[config.mk]
export PLATFORM = sky130hd
export DESIGN_NAME = ptt_divider
export DESIGN_NICKNAME = d
export VERILOG_FILES = /design/src/ptt_pkg.sv /design/src/ptt_divider.sv
export SDC_FILE = /design/constraint.sdc
export NUM_CORES = 1
export LEC_CHECK = 0
export ABC_CLOCK_PERIOD_IN_PS = 14400
export BUFFER_PORTS_ARGS = -buffer_cell sky130_fd_sc_hd__buf_4
export CORE_MARGIN = 8
export CORE_UTILIZATION = 45
export CTS_BUF_LIST = sky130_fd_sc_hd__clkbuf_2 sky130_fd_sc_hd__clkbuf_4 sky130_fd_sc_hd__clkbuf_8
export DETAILED_ROUTE_END_ITERATION = 8
export GPL_ROUTABILITY_DRIVEN = 0
export PLACE_DENSITY = 0.61
export SYNTH_ARGS = -nofsm -noshare
export SYNTH_HDL_FRONTEND = slang
export SYNTH_SLANG_ARGS = --single-unit
[constraint.sdc]
create_clock -name clk -period 14.4 [get_ports clk]
set_clock_uncertainty 0.05 [all_clocks]
set_input_delay 2.16 -clock clk [delete_from_list [all_inputs] [get_ports clk]]
set_output_delay 2.16 -clock clk [all_outputs]
set_load 0.01 [all_outputs]
[src/ptt_pkg.sv]
// ============================================================================
// ptt_pkg
// Shared types, constants and tables of the preintegrated transfer table.
// ============================================================================
package ptt_pkg;

    localparam int IDX_W  = 12;
    localparam int BYTE_W = 8;
    localparam int CSUM_W = 28;
    localparam int ASUM_W = 20;
    localparam int RAW_W  = 32;
    localparam int DIST_W = 24;
    localparam int P_W    = 32;

    // Divider geometry: widest dividend is P times a colour difference,
    // widest divisor is an opacity, longest quotient is the Q16 extinction.
    localparam int DVD_W = 60;
    localparam int DVS_W = 31;
    localparam int QUO_W = 21;
    localparam int QC_W  = 5;

    localparam int ACC_W = 31;
    localparam int X_W   = 21;
    localparam int LN_W  = 27;
    localparam int FRAC_W = 24;
    localparam int STEP_W = 5;

    localparam int EXP_STEPS     = 21;
    localparam int EXP_INT_STEPS = 5;
    localparam int LOG_STEPS     = 24;

    localparam logic OP_LOAD  = 1'b0;
    localparam logic OP_QUERY = 1'b1;

    localparam logic [DIST_W-1:0] DIST_RESET = 24'd655;
    localparam logic [29:0]       LN2_Q30    = 30'd744261118;
    localparam logic [ACC_W-1:0]  ONE_Q30    = 31'h4000_0000;
    localparam logic [60:0]       HALF_Q30   = 61'h2000_0000;

    localparam logic [QC_W-1:0] QBITS_X = 5'd21;
    localparam logic [QC_W-1:0] QBITS_T = 5'd16;
    localparam logic [QC_W-1:0] QBITS_C = 5'd8;

    typedef struct packed {
        logic [CSUM_W-1:0] red;
        logic [CSUM_W-1:0] green;
        logic [CSUM_W-1:0] blue;
        logic [ASUM_W-1:0] alpha;
        logic [RAW_W-1:0]  raw;
    } entry_t;

    typedef struct packed {
        logic             start;
        logic [DVD_W-1:0] dividend;
        logic [DVS_W-1:0] divisor;
        logic [QC_W-1:0]  qbits;
    } div_req_t;

    typedef struct packed {
        logic             busy;
        logic             done;
        logic             sat;
        logic [QUO_W-1:0] quotient;
    } div_rsp_t;

    typedef enum logic [3:0] {
        ST_IDLE,
        ST_RD_B,
        ST_RD_F,
        ST_SETUP,
        ST_XMUL,
        ST_XDIV,
        ST_LOG,
        ST_LNMUL,
        ST_PLNMUL,
        ST_EXP,
        ST_ALPHA,
        ST_CSET,
        ST_CMUL,
        ST_CDIV_T,
        ST_CDIV_C,
        ST_OUT
    } state_t;

    // Q30 factors of exp(-x): first the integer bits 1, 2, 4, 8, 16, then
    // the fraction bits from one half downward.
    function automatic logic [29:0] exp_const(input logic [STEP_W-1:0] step);
        logic [29:0] c;
        unique case (step)
            5'd0:    c = 30'd395007542;
            5'd1:    c = 30'd145315153;
            5'd2:    c = 30'd19666268;
            5'd3:    c = 30'd360200;
            5'd4:    c = 30'd121;
            5'd5:    c = 30'd651257337;
            5'd6:    c = 30'd836230973;
            5'd7:    c = 30'd947573834;
            5'd8:    c = 30'd1008687096;
            5'd9:    c = 30'd1040706261;
            5'd10:   c = 30'd1057095000;
            5'd11:   c = 30'd1065385899;
            5'd12:   c = 30'd1069555701;
            5'd13:   c = 30'd1071646719;
            5'd14:   c = 30'd1072693760;
            5'd15:   c = 30'd1073217664;
            5'd16:   c = 30'd1073479712;
            5'd17:   c = 30'd1073610760;
            5'd18:   c = 30'd1073676290;
            5'd19:   c = 30'd1073709056;
            5'd20:   c = 30'd1073725440;
            default: c = 30'd0;
        endcase
        return c;
    endfunction

    // Q24 log2 by repeated squaring; evaluated only on constants.
    function automatic longint unsigned log2_q24_fn(input int unsigned n);
        int unsigned     k;
        longint unsigned m;
        longint unsigned frac;
        k    = 0;
        frac = 0;
        for (int i = 1; i < 8; i++) begin
            if ((n >> i) != 0) begin
                k = i;
            end
        end
        m = 64'(n) << (30 - k);
        for (int i = 0; i < LOG_STEPS; i++) begin
            m    = (m * m) >> 30;
            frac = frac << 1;
            if (m >= (64'd2 << 30)) begin
                m    = m >> 1;
                frac = frac | 64'd1;
            end
        end
        return (64'(k) << 24) | frac;
    endfunction

    localparam logic [LN_W-1:0] LOG2_255_Q24 = LN_W'(log2_q24_fn(255));

endpackage

[src/ptt_divider.sv]
// ============================================================================
// ptt_divider
// Restoring divider, one quotient bit per cycle, with a bounded quotient.
// A dividend of at least divisor times 2^qbits is flagged as saturated.
// ============================================================================
module ptt_divider (
    input  logic              clk,
    input  logic              rst_n,
    input  ptt_pkg::div_req_t req,
    output ptt_pkg::div_rsp_t rsp
);
    import ptt_pkg::*;

    localparam int DSH_W = DVS_W + QUO_W;

    logic             busy_reg;
    logic             done_reg;
    logic             sat_reg;
    logic             first_reg;
    logic [QC_W-1:0]  cnt_reg;
    logic [DVD_W-1:0] rem_reg;
    logic [DSH_W-1:0] dsh_reg;
    logic [QUO_W-1:0] quo_reg;
    logic             ge;

    assign ge = rem_reg >= DVD_W'(dsh_reg);

    always_ff @(posedge clk or negedge rst_n)
    begin
        if (!rst_n)
        begin
            busy_reg <= 1'b0;
            done_reg <= 1'b0;
        end
        else
        begin
            done_reg <= 1'b0;
            if (!busy_reg && req.start)
            begin
                busy_reg <= 1'b1;
            end
            else if (busy_reg)
            begin
                if ((first_reg && ge) || (!first_reg && cnt_reg == QC_W'(1)))
                begin
                    busy_reg <= 1'b0;
                    done_reg <= 1'b1;
                end
            end
        end
    end

    always_ff @(posedge clk)
    begin
        if (!busy_reg && req.start)
        begin
            rem_reg   <= req.dividend;
            dsh_reg   <= DSH_W'(req.divisor) << req.qbits;
            cnt_reg   <= req.qbits;
            quo_reg   <= '0;
            sat_reg   <= 1'b0;
            first_reg <= 1'b1;
        end
        else if (busy_reg)
        begin
            if (first_reg)
            begin
                // The top compare only decides saturation.
                sat_reg   <= ge;
                first_reg <= 1'b0;
                dsh_reg   <= dsh_reg >> 1;
            end
            else
            begin
                quo_reg <= {quo_reg[QUO_W-2:0], ge};
                if (ge)
                begin
                    rem_reg <= rem_reg - DVD_W'(dsh_reg);
                end
                dsh_reg <= dsh_reg >> 1;
                cnt_reg <= cnt_reg - QC_W'(1);
            end
        end
    end

    assign rsp.busy     = busy_reg;
    assign rsp.done     = done_reg;
    assign rsp.sat      = sat_reg;
    assign rsp.quotient = quo_reg;

endmodule

==> summary.txt <==
Global routing
  • First-pass GRT wire length: 48.8 mm
  • Vias in the first global route: 9152
  • GRT Resource Usage Total: 20.9%
  • Global route total overflow: 0
  • Largest net degree at the start of global routing: 91
  • Initial antenna violation count: 0

Synthesis
  • Count of cell types in the netlist: between 70 and 80
  • Top FF cell, synth: edfxtp_1
  • Sequential share of the synthesized area: 36.6%
  • FFs w/ async S/R, synth: 1.41%
  • Syn_nets: 1427
  • Avg Cell Area, Syn: approximately 8.6 um^2
  • Yosys warnings: 0
  • Number of synthesized flops with an enable pin: between 100 and 150
  • Synth Register Bits: 142
  • Synthesized instance count: 1273
  • Area of the mapped netlist: approximately 11000 um^2

Finish
  • Most common cell after layout, fill and taps aside: nand2_1
  • Largest register FFs: 60
  • Ratio of cells with drive above 1 in the final layout: roughly 16%
  • Post-route insts no fill: between 1.5k and 2k
  • Final net count: 1490
  • Finished Cell Area: roughly 12000 um^2
  • FILL cells: 2352
  • # diodes: 0
  • Commonest non-fill, non-tap cells in the layout: nand2_1 (141), a21oi_1 (140), buf_4 (128)
  • Fin util: 51.5%
  • Layout area overhead: 13.2%

Floorplan
  • Rows: 57
  • Die width: roughly 170 um
  • CORE AREA: 24200 um^2
  • Top Ports: 123
  • Chip height: 172 um
  • Die area: 29700 um^2
  • Initial core utilization: 45.5%

STA
  • Final WS setup: between 10000 and 15000 ps
  • Final slew viol count: 0
  • RSZ-0062 raised after global routing: no
  • Tcrit/Tclk final: 29.2%
  • Worst slew pin tran: 913 ps
  • Final setup violation count: 0
  • Final Hold Vio Count: 0
  • Highest Clock Rate: 0.237 GHz
  • Worst relative slew slack: 39.1%
  • Tmin final: 4210 ps
  • TNS Setup: 0 ps

CTS
  • Clock Sinks: 142
  • Clk buf depth: 2
  • CTS clk-pin slew, worst paths: 100 ps
  • Total CTS buffers: 17
  • Worst-Skew Late Latency: around 460 ps
  • Post-CTS sizing: 0
  • Post-CTS Hold Buffers: 0
  • Number of H-tree levels: 4
  • CTS tree: built
  • Root buffer cell: clkbuf_8
  • Number of setup buffers added after CTS: 0

Power and ir drop
  • Leakage power: 5.12 nW
  • Pwr/cell area: 278 nW/um^2
  • Worst VDD drop: 136 uV

Setup path
  • Critical Path Most Common Cell: o21ai_0
  • Top delay family on crit path: compound AO/OA/AOI/OAI gates
  • Crit Path Class: input port to register
  • CP endpoint kind: register
  • Crit-path max cell delay: 440 ps
  • WP depth: 8
  • Worst path cell trace: buf_4 -> mux2_2 -> o21ai_0 -> o21ai_0 -> o21ai_0 -> nor2_1 -> a21oi_1 -> o21ai_0
  • Worst Path Buf+Inv: 1
  • Worst path arrival time: 4340 ps
  • Critical Path RT: around 15000 ps
  • Element type at the critical path start: input port
  • R2r setup slk: 10400 ps
  • CP max stage cell: buf_4
  • Worst-path maximum fanout: 40
  • Reg2reg path depth: 11

Min path
  • HP Class: register to register
  • Worst hold stages: 1

Placed design
  • DP Area: 12000 um^2
  • Worst slack, placed: 9760 ps
  • Dpl hpwl: 23.3 mm
  • Count of input and output buffers: 122
  • Placed cells: between 1.5k and 2k

Route
  • Met3 WL post-DR: 2.50 mm
  • M1 WL: 15.4 mm
  • Antenna-violating nets left: 0
  • First drt pass iteration count: 5
  • 1st-iter DRT viols: ~900
  • WL per Instance: 18.5 um
  • Final WL: 31.0 mm
  • Via density per instance: 5.77
  • DR vias: 9661
  • # DRC: 0
  • Uppermost layer routed: met4
  • DR WL met2: about 13 mm

Job
  • Max Cap Viol: 0

Outcome
  • Run status: finished, final reports clean
==> area by class of cell <==
class                           instances  area [um^2]  share of cell area [%]
Multi-Input combinational cell        968         6340                    50.9
Tap cell                              324          405                    3.26
Timing Repair Buffer                  128          961                    7.72
Inverter                               79          297                    2.38
Clock inverter                         15          196                    1.58
Clock buffer                           17          234                    1.88
Sequential cell                       142         4020                    32.3
==> metrics by stage <==
stage	power [W]	hold slack, ps
floorplan	0.00257	432
global placement	0.00306	411
detailed placement	0.00309	417
CTS	0.00346	444
global route	0.00375	471
finish	0.00346	439
==> kinds of logic after synthesis <==
kind of cell / synth area share [%]
XOR/XNOR: 4.14
flip-flops: 36.6
buffers and inverters: 6.09
AND/OR/NAND/NOR: 15.2
multiplexers: 7.24
AO/OA/AOI/OAI: 24.4
adder cells (fa/ha/maj): 6.32
==> worst register-to-register path: stages, from the launching register on <==
cell and delay (ps):
edfxtp_1 390, ha_1 370, nor2b_1 180, o31a_1 310
o211a_1 290, or3_1 440, a31oi_1 160, nand2_1 240
a31o_1 310, a21oi_2 370, o21ai_4 70, buf_4 360
==> power breakdown <==
part	internal (W)	leakage (nW)	switching [W]	total, W
Combinational	0.000876	3.51	0.00134	0.00222
Sequential	0.000784	1.39	0.000106	0.000890
Clock	0.000165	0.219	0.000190	0.000355
Total	0.00182	5.12	0.00164	0.00346
==> final timing paths <==
| path | startpoint | end |
|---|---|---|
| worst max register to register | rem_reg[2] | rem_reg[8] |
| worst min-delay path | quo_reg[20] | quo_reg[20] |
| worst max-delay path | req[0] | dsh_reg[30] |
| worst min register to register | quo_reg[20] | quo_reg[20] |
| min in group asynchronous | rst_n | done_reg |
| max in group asynchronous | rst_n | busy_reg |
==> cell usage after synthesis, drive strengths merged (11+ instances only) <==
library cell / number / area share [%]
xor2: 20 / 1.6
a211oi: 15 / 1.1
mux2: 11 / 1.1
mux4: 17 / 3.5
nor3: 21 / 0.96
o22ai: 17 / 0.97
a22o: 21 / 1.7
xnor2: 32 / 2.5
nand3: 21 / 0.96
o21bai: 15 / 1.0
nand2: 141 / 4.8
o21ai: 114 / 5.2
a21o: 33 / 2.3
a31oi: 11 / 0.63
a21oi: 144 / 6.7
edfxtp: 117 / 32
nor2: 113 / 3.9
dfxtp: 23 / 4.2
mux2i: 29 / 2.6
clkbuf: 58 / 2.0
nand4: 17 / 0.97
ha: 54 / 6.1
buf: 26 / 1.4
inv: 79 / 2.7
==> routing by layer <==
metal / vias to the layer above / GRT usage (%)
li1: 4777 / -
met1: 4503 / 31.6
met2: 353 / 29.1
met3: 28 / 4.86
met4: 0 / 5.13
met5: - / 0
(Power assumes the default switching activity.)
